$ cat src/rtl/core/deq_pkg.sv
// Package for the double-ended queue: sizes, operation codes, transaction
// structs, command/status structs and ring index helpers.
// No dependencies.
`timescale 1ns / 1ps
`default_nettype none

package deq_pkg;

   localparam int DEPTH   = 16;
   localparam int IDX_W   = $clog2(DEPTH);
   localparam int CNT_W   = $clog2(DEPTH + 1);
   localparam int SUM_W   = CNT_W + 1;
   localparam int WORD_W  = 32;
   localparam int FILL_W  = 5;
   localparam int KIND_W  = 3;

   localparam logic [WORD_W-1:0] EMPTY_WORD = 32'h7FFF_FFFF;

   localparam logic [KIND_W-1:0] OP_PUSH_HEAD = 3'd0;
   localparam logic [KIND_W-1:0] OP_PUSH_TAIL = 3'd1;
   localparam logic [KIND_W-1:0] OP_POP_HEAD  = 3'd2;
   localparam logic [KIND_W-1:0] OP_POP_TAIL  = 3'd3;
   localparam logic [KIND_W-1:0] OP_DOUBLE    = 3'd4;

   typedef struct packed {
      logic [KIND_W-1:0]        kind;
      logic signed [WORD_W-1:0] push_value;
   } req_type;

   typedef struct packed {
      logic signed [WORD_W-1:0] popped_value;
      logic                     was_empty;
      logic                     was_full;
      logic signed [WORD_W-1:0] front_value;
      logic signed [WORD_W-1:0] back_value;
      logic [FILL_W-1:0]        fill_count;
   } rsp_type;

   // controller -> datapath
   typedef struct packed {
      logic capture;
      logic push_head;
      logic push_tail;
      logic pop_head;
      logic pop_tail;
      logic flag_full;
      logic flag_empty;
      logic pop_take;
      logic dbl_start;
      logic dbl_read;
      logic dbl_write;
   } cmd_type;

   // datapath -> controller
   typedef struct packed {
      logic [KIND_W-1:0] kind;
      logic              full;
      logic              empty;
      logic              dbl_last;
   } status_type;

   // (base + offset) mod DEPTH; base < DEPTH and offset <= DEPTH
   function automatic logic [IDX_W-1:0] slot_at(input logic [IDX_W-1:0] base,
                                                input logic [CNT_W-1:0] offset);
      logic [SUM_W-1:0] sum;
      sum = SUM_W'(base) + SUM_W'(offset);
      if (sum >= SUM_W'(DEPTH)) begin
         sum = sum - SUM_W'(DEPTH);
      end
      return sum[IDX_W-1:0];
   endfunction

   function automatic logic [IDX_W-1:0] slot_before(input logic [IDX_W-1:0] base);
      logic [IDX_W-1:0] prev;
      if (base == '0) begin
         prev = IDX_W'(DEPTH - 1);
      end else begin
         prev = base - IDX_W'(1);
      end
      return prev;
   endfunction

   // low FILL_W bits of the count, whatever the count width
   function automatic logic [FILL_W-1:0] fill_of(input logic [CNT_W-1:0] count);
      logic [CNT_W+FILL_W-1:0] wide;
      wide = (CNT_W + FILL_W)'(count);
      return wide[FILL_W-1:0];
   endfunction

endpackage

`default_nettype wire

$ cat src/rtl/core/deq_ctrl.sv
// Sequencing state machine for the double-ended queue.
// Depends on deq_pkg (cmd_type, status_type, operation codes).
`timescale 1ns / 1ps
`default_nettype none

module deq_ctrl (
   input  wire logic                clock,
   input  wire logic                reset,
   input  wire logic                start,
   input  wire deq_pkg::status_type status,
   output deq_pkg::cmd_type         cmd,
   output logic                     busy,
   output logic                     rsp_strobe
);

   localparam logic [2:0] S_IDLE   = 3'd0;
   localparam logic [2:0] S_OP     = 3'd1;
   localparam logic [2:0] S_POPRD  = 3'd2;
   localparam logic [2:0] S_DBL_RD = 3'd3;
   localparam logic [2:0] S_DBL_WR = 3'd4;
   localparam logic [2:0] S_LOOK   = 3'd5;
   localparam logic [2:0] S_DONE   = 3'd6;

   logic [2:0] state_ff;
   logic [2:0] state_in;

   always_comb begin
      cmd      = '0;
      state_in = state_ff;
      case (state_ff)
         S_IDLE: begin
            if (start) begin
               cmd.capture = 1'b1;
               state_in    = S_OP;
            end
         end
         S_OP: begin
            state_in = S_LOOK;
            case (status.kind)
               deq_pkg::OP_PUSH_HEAD: begin
                  if (status.full) cmd.flag_full = 1'b1;
                  else             cmd.push_head = 1'b1;
               end
               deq_pkg::OP_PUSH_TAIL: begin
                  if (status.full) cmd.flag_full = 1'b1;
                  else             cmd.push_tail = 1'b1;
               end
               deq_pkg::OP_POP_HEAD: begin
                  if (status.empty) begin
                     cmd.flag_empty = 1'b1;
                  end else begin
                     cmd.pop_head = 1'b1;
                     state_in     = S_POPRD;
                  end
               end
               deq_pkg::OP_POP_TAIL: begin
                  if (status.empty) begin
                     cmd.flag_empty = 1'b1;
                  end else begin
                     cmd.pop_tail = 1'b1;
                     state_in     = S_POPRD;
                  end
               end
               deq_pkg::OP_DOUBLE: begin
                  if (!status.empty) begin
                     cmd.dbl_start = 1'b1;
                     state_in      = S_DBL_RD;
                  end
               end
               default: begin
                  state_in = S_LOOK;
               end
            endcase
         end
         S_POPRD: begin
            cmd.pop_take = 1'b1;
            state_in     = S_LOOK;
         end
         S_DBL_RD: begin
            cmd.dbl_read = 1'b1;
            state_in     = S_DBL_WR;
         end
         S_DBL_WR: begin
            cmd.dbl_write = 1'b1;
            state_in      = status.dbl_last ? S_LOOK : S_DBL_RD;
         end
         S_LOOK: begin
            state_in = S_DONE;
         end
         S_DONE: begin
            state_in = S_IDLE;
         end
         default: begin
            state_in = S_IDLE;
         end
      endcase
   end

   always_ff @(posedge clock) begin
      if (reset) begin
         state_ff <= S_IDLE;
      end else begin
         state_ff <= state_in;
      end
   end

   assign busy       = (state_ff != S_IDLE);
   assign rsp_strobe = (state_ff == S_DONE);

endmodule

`default_nettype wire

$ cat src/rtl/core/deq_dpath.sv
// Datapath of the double-ended queue: ring memory, head index, count,
// doubling index and result registers.
// Depends on deq_pkg.
`timescale 1ns / 1ps
`default_nettype none

module deq_dpath (
   input  wire logic                clock,
   input  wire logic                reset,
   input  wire deq_pkg::req_type    req_item,
   input  wire deq_pkg::cmd_type    cmd,
   output deq_pkg::status_type      status,
   output deq_pkg::rsp_type         rsp_item
);

   logic [deq_pkg::WORD_W-1:0] ring_mem [deq_pkg::DEPTH];

   logic [deq_pkg::KIND_W-1:0] kind_ff;
   logic [deq_pkg::WORD_W-1:0] value_ff;
   logic [deq_pkg::IDX_W-1:0]  front_ff, front_in;
   logic [deq_pkg::CNT_W-1:0]  count_ff, count_in;
   logic [deq_pkg::IDX_W-1:0]  idx_ff, idx_in;
   logic [deq_pkg::WORD_W-1:0] popped_ff, popped_in;
   logic                       empty_ff, empty_in;
   logic                       full_ff, full_in;
   logic [deq_pkg::WORD_W-1:0] rd_a_ff, rd_b_ff;

   logic [deq_pkg::CNT_W-1:0]  back_off;
   logic [deq_pkg::IDX_W-1:0]  back_slot;
   logic [deq_pkg::IDX_W-1:0]  walk_slot;
   logic [deq_pkg::IDX_W-1:0]  rd_a_addr;
   logic [deq_pkg::IDX_W-1:0]  wr_addr;
   logic [deq_pkg::WORD_W-1:0] wr_data;
   logic                       wr_en;
   logic                       is_empty;

   assign is_empty  = (count_ff == '0);
   assign back_off  = is_empty ? '0 : count_ff - deq_pkg::CNT_W'(1);
   assign back_slot = deq_pkg::slot_at(front_ff, back_off);
   assign walk_slot = deq_pkg::slot_at(front_ff, deq_pkg::CNT_W'(idx_ff));

   assign status.kind     = kind_ff;
   assign status.full     = (count_ff == deq_pkg::CNT_W'(deq_pkg::DEPTH));
   assign status.empty    = is_empty;
   assign status.dbl_last = ((deq_pkg::CNT_W'(idx_ff) + deq_pkg::CNT_W'(1)) == count_ff);

   always_comb begin
      front_in  = front_ff;
      count_in  = count_ff;
      idx_in    = idx_ff;
      popped_in = popped_ff;
      empty_in  = empty_ff;
      full_in   = full_ff;
      rd_a_addr = front_ff;
      wr_en     = 1'b0;
      wr_addr   = front_ff;
      wr_data   = value_ff;

      if (cmd.capture) begin
         popped_in = '0;
         empty_in  = 1'b0;
         full_in   = 1'b0;
      end
      if (cmd.flag_full) begin
         full_in = 1'b1;
      end
      if (cmd.flag_empty) begin
         empty_in  = 1'b1;
         popped_in = deq_pkg::EMPTY_WORD;
      end
      if (cmd.push_head) begin
         wr_en    = 1'b1;
         wr_addr  = deq_pkg::slot_before(front_ff);
         front_in = deq_pkg::slot_before(front_ff);
         count_in = count_ff + deq_pkg::CNT_W'(1);
      end
      if (cmd.push_tail) begin
         wr_en    = 1'b1;
         wr_addr  = deq_pkg::slot_at(front_ff, count_ff);
         count_in = count_ff + deq_pkg::CNT_W'(1);
      end
      if (cmd.pop_head) begin
         rd_a_addr = front_ff;
         front_in  = deq_pkg::slot_at(front_ff, deq_pkg::CNT_W'(1));
         count_in  = count_ff - deq_pkg::CNT_W'(1);
      end
      if (cmd.pop_tail) begin
         rd_a_addr = back_slot;
         count_in  = count_ff - deq_pkg::CNT_W'(1);
      end
      if (cmd.pop_take) begin
         popped_in = rd_a_ff;
      end
      if (cmd.dbl_start) begin
         idx_in = '0;
      end
      if (cmd.dbl_read) begin
         rd_a_addr = walk_slot;
      end
      if (cmd.dbl_write) begin
         wr_en   = 1'b1;
         wr_addr = walk_slot;
         wr_data = {rd_a_ff[deq_pkg::WORD_W-2:0], 1'b0};
         idx_in  = idx_ff + deq_pkg::IDX_W'(1);
      end
   end

   always_ff @(posedge clock) begin
      if (reset) begin
         front_ff <= '0;
         count_ff <= '0;
      end else begin
         front_ff <= front_in;
         count_ff <= count_in;
      end
   end

   always_ff @(posedge clock) begin
      if (cmd.capture) begin
         kind_ff  <= req_item.kind;
         value_ff <= req_item.push_value;
      end
      idx_ff    <= idx_in;
      popped_ff <= popped_in;
      empty_ff  <= empty_in;
      full_ff   <= full_in;
   end

   // ring store: one write port, two registered read ports
   always_ff @(posedge clock) begin
      if (wr_en) begin
         ring_mem[wr_addr] <= wr_data;
      end
      rd_a_ff <= ring_mem[rd_a_addr];
      rd_b_ff <= ring_mem[back_slot];
   end

   assign rsp_item.popped_value = popped_ff;
   assign rsp_item.was_empty    = empty_ff;
   assign rsp_item.was_full     = full_ff;
   assign rsp_item.front_value  = is_empty ? deq_pkg::EMPTY_WORD : rd_a_ff;
   assign rsp_item.back_value   = is_empty ? deq_pkg::EMPTY_WORD : rd_b_ff;
   assign rsp_item.fill_count   = deq_pkg::fill_of(count_ff);

endmodule

`default_nettype wire

$ cat src/rtl/core/double_ended_queue.sv
// Top level of the double-ended queue: controller plus datapath.
// Depends on deq_pkg, deq_ctrl and deq_dpath.
`timescale 1ns / 1ps
`default_nettype none

//  channel   | handshake          | payload            | direction
//  ----------+--------------------+--------------------+----------
//  request   | start / busy       | req_item (req_type)| in
//  response  | rsp_strobe         | rsp_item (rsp_type)| out
//
// A request transaction is taken when start is high and busy is low.
// Sequence: every accepted transaction passes through the operation state,
// a look state and the done state in which the strobe is high. A pop of a
// non-empty queue adds a read state; a doubling of a non-empty queue adds a
// read and a write state per stored word on the single-write ring memory.
// busy stays high from acceptance until the strobe cycle has ended, so the
// next transaction is taken in the cycle after the strobe at the earliest.
// Reset (synchronous, active high) empties the queue; ring contents are kept.
// The response is shown for exactly one cycle and cannot be stalled.

module double_ended_queue (
   input  wire logic              clock,
   input  wire logic              reset,
   input  wire logic              start,
   output logic                   busy,
   input  wire deq_pkg::req_type  req_item,
   output logic                   rsp_strobe,
   output deq_pkg::rsp_type       rsp_item
);

   deq_pkg::cmd_type    cmd;
   deq_pkg::status_type status;

   // sequencer: walks each transaction through its cycles
   deq_ctrl u_ctrl (
      .clock      (clock),
      .reset      (reset),
      .start      (start),
      .status     (status),
      .cmd        (cmd),
      .busy       (busy),
      .rsp_strobe (rsp_strobe)
   );

   // ring memory, pointers and the result registers
   deq_dpath u_dpath (
      .clock    (clock),
      .reset    (reset),
      .req_item (req_item),
      .cmd      (cmd),
      .status   (status),
      .rsp_item (rsp_item)
   );

   // the strobe only comes out of a transaction in flight
   a_strobe_busy: assert property (@(posedge clock) disable iff (reset)
      rsp_strobe |-> busy)
      else $error("response strobe outside a transaction");

   // an accepted transaction makes the block busy in the next cycle
   a_accept_busy: assert property (@(posedge clock) disable iff (reset)
      (start && !busy) |=> busy)
      else $error("accepted transaction did not raise busy");

   // one response per transaction: the strobe never stays high on consecutive clock edges
   a_strobe_single: assert property (@(posedge clock) disable iff (reset)
      rsp_strobe |=> !rsp_strobe)
      else $error("response strobe held for two cycles");

   // count never exceeds the ring depth; empty and full never flagged together
   a_count_bound: assert property (@(posedge clock) disable iff (reset)
      rsp_strobe |-> (rsp_item.fill_count <= deq_pkg::FILL_W'(deq_pkg::DEPTH)) &&
         !(rsp_item.was_empty && rsp_item.was_full))
      else $error("count above depth or empty and full flags raised together");

endmodule

`default_nettype wire

$ cat config.mk
export PLATFORM = sky130hd
export DESIGN_NAME = double_ended_queue
export DESIGN_NICKNAME = d
export VERILOG_FILES = /design/src/rtl/core/deq_pkg.sv /design/src/rtl/core/deq_ctrl.sv /design/src/rtl/core/deq_dpath.sv /design/src/rtl/core/double_ended_queue.sv
export SDC_FILE = /design/constraint.sdc
export NUM_CORES = 1
export LEC_CHECK = 0
export BUFFER_PORTS_ARGS = -buffer_cell sky130_fd_sc_hd__buf_2
export CORE_MARGIN = 2
export CORE_UTILIZATION = 33
export DETAILED_ROUTE_END_ITERATION = 10
export GPL_TIMING_DRIVEN = 1
export MAX_ROUTING_LAYER = met4
export SETUP_SLACK_MARGIN = 0.4
export SLEW_MARGIN = 20
export SYNTH_ARGS = -nofsm -noshare
export SYNTH_HDL_FRONTEND = slang
export SYNTH_SLANG_ARGS = --single-unit
$ cat constraint.sdc
create_clock -name clock -period 9.6 [get_ports clock]
set_input_delay 0.96 -clock clock [delete_from_list [all_inputs] [get_ports clock]]
set_output_delay 0.96 -clock clock [all_outputs]
set_load 0.01 [all_outputs]
### Yosys cells after proc, flatten, opt, wreduce, memory -nomap -nowiden

Memory sizes are Yosys's and may differ from the RTL's. A register that Yosys moved wholly into a read port is not among the register bits.
Cells that the tools add are included.

* memories: 1
* flip-flop bits (word level): 85
* bits of input ports: 38
* bits in writable memories: 512
* output and inout bits: 105

* mux-type cells: 53
* $add $sub $neg: 13
* equality and inequality tests: 13
* $lt $le $gt $ge: 4
* reductions and logical operators: 10

Memories
* u_dpath.ring_mem: depth 16, bits a word 32, read ports 2, clocked after Yosys merged registers in 2, write ports 1, RTL line deq_dpath.sv:16 `logic [deq_pkg::WORD_W-1:0] ring_mem [deq_pkg::DEPTH];`

Operators by type and width (count)
* 32-bit two-way mux: 6
* 4-bit two-way mux: 13
* 5-bit two-way mux: 5
* 1-bit two-way mux: 22
* 4-bit by 1-bit subtractor with 4-bit output (second input constant): 5
* 3-bit one-hot mux with 6 select lines: 1
* 4-bit by 5-bit adder with 6-bit output: 2
* 3-bit by 2-bit == test with 1-bit output (second input constant): 4
* 3-bit == test (second input constant): 4
* 6-bit by 5-bit greater-or-equal comparator with 1-bit output (second input constant): 2
* 3-bit two-way mux: 4
* 4-bit by 1-bit adder with 5-bit output (second input constant): 2
* 5-bit greater-or-equal comparator (second input constant): 2
* 3-bit by 1-bit == test with 1-bit output (second input constant): 2
* 3-bit zero test: 2
* 6-bit two-way mux: 1
* 3-bit one-hot mux with 2 select lines: 1
* 3-bit nonzero test: 2
* 4-bit by 4-bit adder with 5-bit output: 1
* 5-bit by 1-bit adder with 5-bit output (second input constant): 1
* 5-bit == test: 1
* 5-bit == test (second input constant): 1
* 5-bit zero test: 1
* 5-bit by 1-bit subtractor with 5-bit output (second input constant): 1
* other kinds (6): 7

### Longest topological paths before layout

Gate-level depths: netlist of run 1.

* depth after elaboration: 9
* mapped depth: 17

### Modules after synthesis

A second synthesis of run 1 with hierarchy kept.

* cells, all modules: 1893
* area total of the unflattened synthesis: 30857.1 um2

Modules (own cells, without submodules)
* deq_dpath: area an instance 30496.7 um2, times used 1, cells each 1852
* deq_ctrl: area an instance 360.3 um2, times used 1, cells each 41

### Worst setup path after synthesis of run 1

OpenSTA, ideal clock, no wires.

* path kind: register to register
* from: register u_dpath.count_ff[0] in the netlist's numbering
* to: memory u_dpath.ring_mem[9][0] in the netlist's numbering, enable pin
* data arrival time: 3.796 ns
* clock period less this slack: 4.217 ns
* required time: 9.179 ns
* stages on the path, launching flop included: 12
* library setup time: 0.421 ns
* path slack: 5.383 ns
* cell sequence: dfxtp_1 clkbuf_1 inv_1 ha_1 nor4bb_1 nor4_1 clkbuf_1 a31oi_1 o22ai_1 a31oi_1 or2_2 nor2_1

* longest elaborated chain between the ends: 9
* elaborated cells between the ends (all ways): 17

RTL lines
* from (decl): RTL line deq_dpath.sv:21 `logic [deq_pkg::CNT_W-1:0] count_ff, count_in;`
* from (signal assigned): RTL line deq_dpath.sv:114 `count_ff <= count_in;`
* branches (longest 9 deep; another with 4-bit by 5-bit adder with 6-bit output)
* to (decl): RTL line deq_dpath.sv:16

Several ways; the timed one is not identified.

### Final worst setup path of run 1

* from: register u_dpath.count_ff[1] in the netlist's numbering
* to: register u_dpath.rd_a_ff[13] in the netlist's numbering (read register of u_dpath.ring_mem)

* longest elaborated chain between the ends: 7
* elaborated cells between the ends (all ways): 12

RTL lines
* 5-bit by 1-bit subtractor with 5-bit output or 5-bit zero test (tied branches): RTL line deq_dpath.sv:38, deq_dpath.sv:37
* 5-bit two-way mux: RTL line deq_dpath.sv:38 `assign back_off = is_empty ? '0 : count_ff - deq_pkg::CNT_W'(1);`
* 4-bit by 5-bit adder with 6-bit output: RTL line deq_pkg.sv:66 `sum = SUM_W'(base) + SUM_W'(offset);`
* 6-bit by 5-bit greater-or-equal comparator with 1-bit output or 4-bit by 1-bit subtractor with 4-bit output (tied branches): RTL line deq_pkg.sv:67, deq_pkg.sv:68
* 4-bit two-way mux: RTL line deq_pkg.sv:67 `if (sum >= SUM_W'(DEPTH)) begin`
* 4-bit two-way mux *: RTL line deq_dpath.sv:87 `if (cmd.pop_tail) begin`
* 4-bit two-way mux *: RTL line deq_dpath.sv:97 `if (cmd.dbl_read) begin`
* to (decl): RTL line deq_dpath.sv:26 `logic [deq_pkg::WORD_W-1:0] rd_a_ff, rd_b_ff;`

Every way passes the cells marked *; elsewhere a longest branch is shown, timed or not.
A chain may end at the register's enable or synchronous reset.

==> flow_summary_export.csv, run 1 <==
group,metric,value,unit
timing,finalCriticalPeriod,5.743,ns
clock_network,cts.sinks,661,
route,ant_nets,0,
setup_path,crit_end,"u_dpath.rd_a_ff[13]",
synth,synth_edf_count,583,
clock_network,clkSlewWorstSetupHoldPaths,0.06,ns
setup_path,arrival,6.23,ns
timing,setup_viol,0,
timing,fmax,0.1741,GHz
global_routing,grt_pass1_wl,129.6,mm
run_status,status,"completed",
clock_network,clk-insertion-delay-late,0.62,ns
power_and_ir_drop,swShare,33.85,%
power_and_ir_drop,vdd_ir_drop_max,137.6,µV
synth,synth.top_cell.area_share,57.93,%
clock_network,post-cts-setup-buffers,0,
timing,hold_viol,0,
synth,syn-cell-area,30220,µm²
global_routing,grt_max_degree,179,
setup_path,critPathKind,"flip-flop to flip-flop",
timing,setup_slack,3.857,ns
timing,slew_violations,0,
run,max-cap-violations,0,
global_routing,overflow,0,
synth,yosysSeqAreaShare,63.10,%
power_and_ir_drop,p_clk_share,27.0,%
synth,synth_top_flop_cell,"edfxtp_1",
setup_path,reg2regPathDepth,14,
route,first_pass_iters,7,
setup_path,cp_common_cell,"mux2i_1",
setup_path,cp.depth,14,
clock_network,cts-resized-gates,0,
setup_path,r2r_slack,3.86,ns
setup_path,critPathRequiredTime,10.09,ns
setup_path,crit_buf_inv,2,
cells_and_area,final_nets,2334,
floorplanning,die_w,306.6,µm
clock_network,clockBufferDepth,3,
timing,skew,0.02123,ns
placed_design,dp_hpwl,47.76,mm
setup_path,worstPathMaxFanout,178,
timing,slew-limit-headroom,20.21,%
synth,avgSynthCellArea,13.87,µm²
power_and_ir_drop,power.leakage,11.74,nW
global_routing,antenna_found_initial,3,
floorplanning,fp.dieH,306.6,µm
setup_path,max_stage_delay,1.00,ns
route,drt_iter0_markers,2174,
placed_design,io_buffers,142,
route,viasPerCell,5.623,
timing,min_period_over_period,59.83,%
synth,synth.area.top_cells,"edfxtp_1 (58%), mux4_2 (9.5%), nand2_1 (5.3%)",
cells_and_area,syn2layout_area_growth,14.53,%
floorplanning,initial_core_util,33.42,%
clock_network,cts_root_buf,"clkbuf_16",
setup_path,endpoint_kind,"flip-flop",
placed_design,dp_slack,3.960,ns
power_and_ir_drop,p_sw,0.003425,W
power_and_ir_drop,seqPwrFrac,41.9,%
route,via_count,19740,
setup_path,cp_top_family,"adder cells",
placed_design,place.gp.congestion,0.8045,
global_routing,grtUsageTotal,18.99,%
route,wl_per_cell,25.02,µm
power_and_ir_drop,p_int,0.006694,W
timing,rsz0062_at_grt,"no",
floorplanning,die-area,94010,µm²
timing,tightest_slew,1.197,ns
setup_path,path_cells,"inv_1 -> ha_1 -> nor4b_4 -> nor2_1 -> ha_4 -> fa_4 -> nand2_1 -> or4_1 -> a31oi_4 -> buf_12 -> mux2i_1 -> mux2i_1 -> a32o_1 -> a211o_1",
floorplanning,ios,143,
synth,synth-warning-count,0,
power_and_ir_drop,power.share.combinational,31.2,%
clock_network,ctsHoldBuffers,0,
synth,synth_nets,2235,
setup_path,r2r-end,"u_dpath.rd_a_ff[13]",
floorplanning,core.rowCount,110,
synth,ys_types,59,
cells_and_area,layout-drive-gt1-share,19.55,%
setup_path,crit_slowest_cell,"fa_4",
setup_path,r2r-start,"u_dpath.count_ff[1]",
synth,yosys.area.top_type,"edfxtp_1",
global_routing,grt_pass1_vias,20030,
cells_and_area,fillers,8338,
clock_network,cts_tree,"done",
setup_path,crit_path_start,"u_dpath.count_ff[1]",
synth,synth_cells,2179,
synth,synth_seq_cells,661,
setup_path,cp-start-kind,"flip-flop",
clock_network,h-tree-depth,3,
synth,async_flop_share,0,%
power_and_ir_drop,powerDensity,292.4,nW/µm²
clock_network,cts_buffers,75,
route,drc,0,
hold_path,hold_class,"flip-flop to flip-flop",
floorplanning,core_area,90420,µm²
timing,final.setup.tns,0,ns
route,routed_wl,87.82,mm
-- placed cells by master (no fill, tap or decap), types with 4 or more instances in the layout --
master	Yosys	routed
edfxtp_1	583	583
nand2_1	430	430
buf_2	33	142
mux2i_1	129	129
mux4_2	128	128
a21oi_1	78	78
dfxtp_1	78	78
clkbuf_16	0	77
nand3_1	76	76
nand2b_1	67	67
buf_4	15	43
and2_1	39	39
a211oi_1	38	38
a21o_1	36	36
a31oi_1	36	35
a32oi_1	35	35
a221oi_1	33	33
a32o_1	33	33
a211o_1	33	33
nor2_1	48	30
clkbuf_1	97	25
nor2_4	0	18
ha_1	15	14
xnor2_1	14	12
inv_1	11	10
clkinv_1	0	10
o21ai_0	9	9
clkinv_2	0	7
nor3_1	6	6
xor2_1	7	6
clkbuf_8	0	5
or2_2	4	4
nor2b_1	4	4
bufinv_16	0	4
-- worst min path at each step --
stage / startpoint / endpoint / cells past startpoint
after global routing: u_dpath.empty_ff / u_dpath.empty_ff / 1
final: u_dpath.empty_ff / u_dpath.empty_ff / 1
after CTS: u_dpath.empty_ff / u_dpath.empty_ff / 1
after global placement: u_dpath.empty_ff / u_dpath.empty_ff / 1
after detailed placement: u_dpath.empty_ff / u_dpath.empty_ff / 1
after floorplan: u_dpath.empty_ff / u_dpath.empty_ff / 1
-- synthesized netlist by cell type, types with 2 or more instances --
| library cell | n |
|---|---|
| buf_1 | 13 |
| o22ai_1 | 3 |
| a32o_1 | 33 |
| mux4_2 | 128 |
| mux2i_1 | 129 |
| a211oi_1 | 38 |
| nand3b_1 | 2 |
| nand3_1 | 76 |
| buf_4 | 15 |
| a22oi_1 | 3 |
| or2_2 | 4 |
| inv_1 | 11 |
| ha_1 | 15 |
| a41oi_1 | 2 |
| nand4b_1 | 3 |
| buf_2 | 33 |
| nand2b_1 | 67 |
| nand2_1 | 430 |
| a211o_1 | 33 |
| a32oi_1 | 35 |
| and2_1 | 39 |
| buf_6 | 7 |
| o21ai_0 | 9 |
| nor2_1 | 48 |
| xnor2_1 | 14 |
| nor2b_1 | 4 |
| edfxtp_1 | 583 |
| a221oi_1 | 33 |
| xor2_1 | 7 |
| o32a_1 | 2 |
| or4_1 | 2 |
| a21o_1 | 36 |
| nor3b_1 | 4 |
| a21oi_1 | 78 |
| a31oi_1 | 36 |
| nor3_1 | 6 |
| fa_1 | 3 |
| clkbuf_1 | 97 |
| dfxtp_1 | 78 |
-- routing by layer --
| layer | vias to the layer above | GRT usage, % | part of all wire [%] | wire length, µm |
|---|---|---|---|---|
| li1 | 8600 | - | - | - |
| met3 | 171 | 2.867 | 7.1 | 6275 |
| met1 | 10060 | 24.87 | 42 | 37210 |
| met2 | 903 | 30.27 | 47 | 41630 |
| met4 | 0 | 6.521 | 3.1 | 2699 |
| met5 | - | - | 0 | 0 |
-- sequential cells by signal (all words and copies together), names as in the netlist, 3 cells and up --
| name | flops |
|---|---|
| u_dpath.count_ff | 5 |
| u_dpath.idx_ff | 4 |
| u_dpath.value_ff | 32 |
| u_dpath.front_ff | 4 |
| u_ctrl.state_ff | 3 |
| u_dpath.kind_ff | 3 |
| u_dpath.popped_ff | 32 |
| u_dpath.rd_a_ff | 32 |
| u_dpath.ring_mem | 512 |
| u_dpath.rd_b_ff | 32 |
-- power groups by stage --
| stage | Combinational, W | Sequential [W] | Clock, W |
|---|---|---|---|
| global route | 0.00341 | 0.00428 | 0.00290 |
| global placement | 0.00312 | 0.00428 | 0 |
| CTS | 0.00319 | 0.00424 | 0.00278 |
| floorplan | 0.00205 | 0.00419 | 0 |
| finish | 0.00316 | 0.00424 | 0.00273 |
| detailed placement | 0.00318 | 0.00429 | 0 |
-- layout make-up --
cell class / instances / area (µm²) / share of cell area, %
diodes: 1 / 2.502 / 0.007230
flip-flops and latches: 661 / 19070 / 55.09
clock inverters: 25 / 225.2 / 0.6507
inverters: 11 / 41.29 / 0.1193
repair buffers: 187 / 1074 / 3.102
well taps: 1176 / 1471 / 4.251
clock buffers: 107 / 2090 / 6.037
multi-input cells: 1342 / 10640 / 30.74
-- logic make-up (layout without fill, tap and decap cells) --
| group | Yosys count | count (layout) | synth area share (%) |
|---|---|---|---|
| XOR/XNOR | 21 | 21 | 0.6086 |
| buffers and inverters | 176 | 330 | 2.683 |
| other | 0 | 1 | 0 |
| AO/OA/AOI/OAI | 351 | 351 | 8.666 |
| AND/OR/NAND/NOR | 695 | 695 | 10.31 |
| multiplexers | 257 | 257 | 13.81 |
| flip-flops | 661 | 661 | 63.10 |
| adder cells (fa/ha/maj) | 18 | 18 | 0.8198 |
-- per-stage QoR --
| stage | instance area [µm²] | cells | power, W | utilization (%) | hold slack [ns] |
|---|---|---|---|---|---|
| 2_1_floorplan | 30220 | 2179 | 0.006241 | - | 0.4278 |
| 3_3_place_gp | 32290 | 3377 | 0.007397 | 35.71 | 0.4384 |
| 3_5_place_dp | 32290 | 3377 | 0.007469 | 35.71 | 0.4408 |
| 4_1_cts | 34610 | 3509 | 0.01021 | 38.27 | 0.4539 |
| 5_1_grt | 34610 | 3509 | 0.01059 | 38.27 | 0.4718 |
| 6_report | 34610 | 3510 | 0.01012 | 38.28 | 0.4490 |
Note: power is estimated with default switching activity, not from simulation.
==> inputs of run 2 (changes only) <==
==> constraint.sdc (replaced) <==
create_clock -name clock -period 5.6 [get_ports clock]
set_input_delay 0.56 -clock clock [delete_from_list [all_inputs] [get_ports clock]]
set_output_delay 0.56 -clock clock [all_outputs]
set_load 0.01 [all_outputs]
==> run 2 against run 1 <==
Clock skew up 0.0077 ns. Register-to-register slack worse by 2.9 ns. Combinational power grew 73%. Routed wire length grew 1.6%. Non-clock buffer count grew 15. Final cell count increased by 0.63%. Utilization increased by 0.48 points. Global-route usage grew 0.40 points. Critical path type unchanged. Highest routed layer unchanged.
==> flow_summary_export.csv, run 2 (synthesized netlist as in run 1, its figures left out) <==
group,metric,value,unit
floorplanning,ios,143,
timing,slew-limit-headroom,19.47,%
clock_network,clockBufferDepth,3,
setup_path,crit_path_start,"u_dpath.count_ff[1]",
timing,slew_violations,0,
hold_path,worstHoldStart,"req_item[5]",
hold_path,hold_class,"input port to flip-flop",
placed_design,dp_hpwl,50.39,mm
setup_path,max_stage_delay,0.82,ns
route,wl_per_cell,25.26,µm
setup_path,crit_buf_inv,3,
floorplanning,die-area,94010,µm²
cells_and_area,final_common_cell,"edfxtp_1",
floorplanning,die_w,306.6,µm
timing,finalCriticalPeriod,4.644,ns
setup_path,endpoint_kind,"flip-flop",
cells_and_area,final_nets,2349,
route,wl_met1,37.30,mm
run,max-cap-violations,0,
timing,min_period_over_period,82.93,%
run_status,status,"completed",
power_and_ir_drop,vdd_ir_drop_max,296.9,µV
timing,fmax,0.2153,GHz
route,via_count,20050,
clock_network,cts_root_buf,"clkbuf_16",
timing,hold-worst-slack,0.1034,ns
global_routing,antenna_found_initial,0,
global_routing,overflow,0,
setup_path,crit_slowest_cell,"fa_4",
power_and_ir_drop,p_clk_share,28.1,%
cells_and_area,final_cell_mix,"edfxtp_1 (583), nand2_1 (430), buf_2 (142)",
placed_design,io_buffers,142,
timing,skew,0.02889,ns
cells_and_area,final_cells,3532,
route,first_pass_iters,6,
global_routing,grt_pass1_vias,20180,
clock_network,cts_buffers,75,
global_routing,grt_max_degree,131,
cells_and_area,final_util,38.76,%
clock_network,clkSlewWorstSetupHoldPaths,0.06,ns
setup_path,path_cells,"inv_1 -> ha_1 -> nor4b_4 -> nor2_1 -> ha_4 -> fa_4 -> nand2_1 -> or4_1 -> a31oi_4 -> buf_12 -> buf_4 -> mux2i_1 -> mux2i_1 -> a32o_1 -> a211o_1",
floorplanning,fp.dieH,306.6,µm
timing,hold_viol,0,
cells_and_area,syn2layout_area_growth,15.98,%
power_and_ir_drop,power.leakage,11.97,nW
setup_path,cp_top_family,"adder cells",
clock_network,ctsHoldBuffers,0,
route,met3WireLength,7.267,mm
cells_and_area,top_register,"u_dpath.ring_mem",
floorplanning,initial_core_util,33.42,%
setup_path,arrival,5.17,ns
route,viasPerCell,5.676,
placed_design,place.gp.congestion,0.8148,
power_and_ir_drop,power.share.combinational,30.8,%
clock_network,post-cts-setup-buffers,0,
power_and_ir_drop,swShare,34.00,%
setup_path,critPathKind,"flip-flop to flip-flop",
cells_and_area,layout-drive-gt1-share,20.81,%
route,routed_wl,89.23,mm
timing,rsz0062_at_grt,"no",
setup_path,cp-start-kind,"flip-flop",
timing,final.setup.tns,0,ns
route,drt_iter0_markers,2027,
global_routing,grt_pass1_wl,131.6,mm
setup_path,worstPathMaxFanout,36,
power_and_ir_drop,powerDensity,506.9,nW/µm²
timing,setup_viol,0,
power_and_ir_drop,seqPwrFrac,41.0,%
route,wl_met2,42.27,mm
route,drc,0,
setup_path,r2r-start,"u_dpath.count_ff[1]",
floorplanning,core_area,90420,µm²
clock_network,cts-resized-gates,0,
power_and_ir_drop,p_int,0.01173,W
setup_path,critPathRequiredTime,6.13,ns
power_and_ir_drop,p_sw,0.006040,W
route,highest_layer,"met4",
placed_design,dp.cells,3391,
clock_network,cts_tree,"done",
floorplanning,core.rowCount,110,
route,ant_nets,0,
timing,tightest_slew,1.208,ns
setup_path,cp_common_cell,"mux2i_1",
global_routing,grtUsageTotal,19.39,%
cells_and_area,largest_reg_flops,512,
clock_network,h-tree-depth,3,
clock_network,cts.sinks,661,
clock_network,clk-insertion-delay-late,0.64,ns
run 2: per-stage QoR:
stage | total power (W) | cell area (µm²) | worst slack [ns]
2_1_floorplan | 0.01070 | 30220 | 1.383
3_3_place_gp | 0.01276 | 32540 | 0.7810
3_5_place_dp | 0.01287 | 32540 | 0.6743
4_1_cts | 0.01788 | 35040 | 0.6650
5_1_grt | 0.01859 | 35050 | 0.7218
6_report | 0.01777 | 35050 | 0.9559
run 2: final timing paths:
check / to / slack (ns) / cells past startpoint
hold reg to reg: u_dpath.empty_ff / 0.45 / 1
setup / recovery: u_dpath.rd_a_ff[30] / 0.96 / 15
hold / removal: u_dpath.value_ff[5] / 0.10 / 1
setup reg to reg: u_dpath.rd_a_ff[30] / 0.96 / 15
run 2: cell type report:
class,count,area [µm²]
Clock buffer,94,2039
Antenna cell,1,2.502
Clock inverter,45,464.2
Multi-Input combinational cell,1342,10650
Timing Repair Buffer,202,1311
Inverter,11,41.29
Tap cell,1176,1471
Sequential cell,661,19070
Fill cell,8355,55380
run 2: routing by layer:
layer	up-vias	global-route usage, %
met5	-	-
met4	0	6.099
met3	173	3.308
met2	966	30.61
met1	10290	25.62
li1	8622	-
run 2: power by group through the flow:
stage / clock, W / combinational [W] / sequential (W)
2_1_floorplan: 0 / 0.00351 / 0.00719
3_3_place_gp: 0 / 0.00540 / 0.00737
3_5_place_dp: 0 / 0.00549 / 0.00738
4_1_cts: 0.00508 / 0.00551 / 0.00729
5_1_grt: 0.00529 / 0.00592 / 0.00737
6_report: 0.00500 / 0.00548 / 0.00729
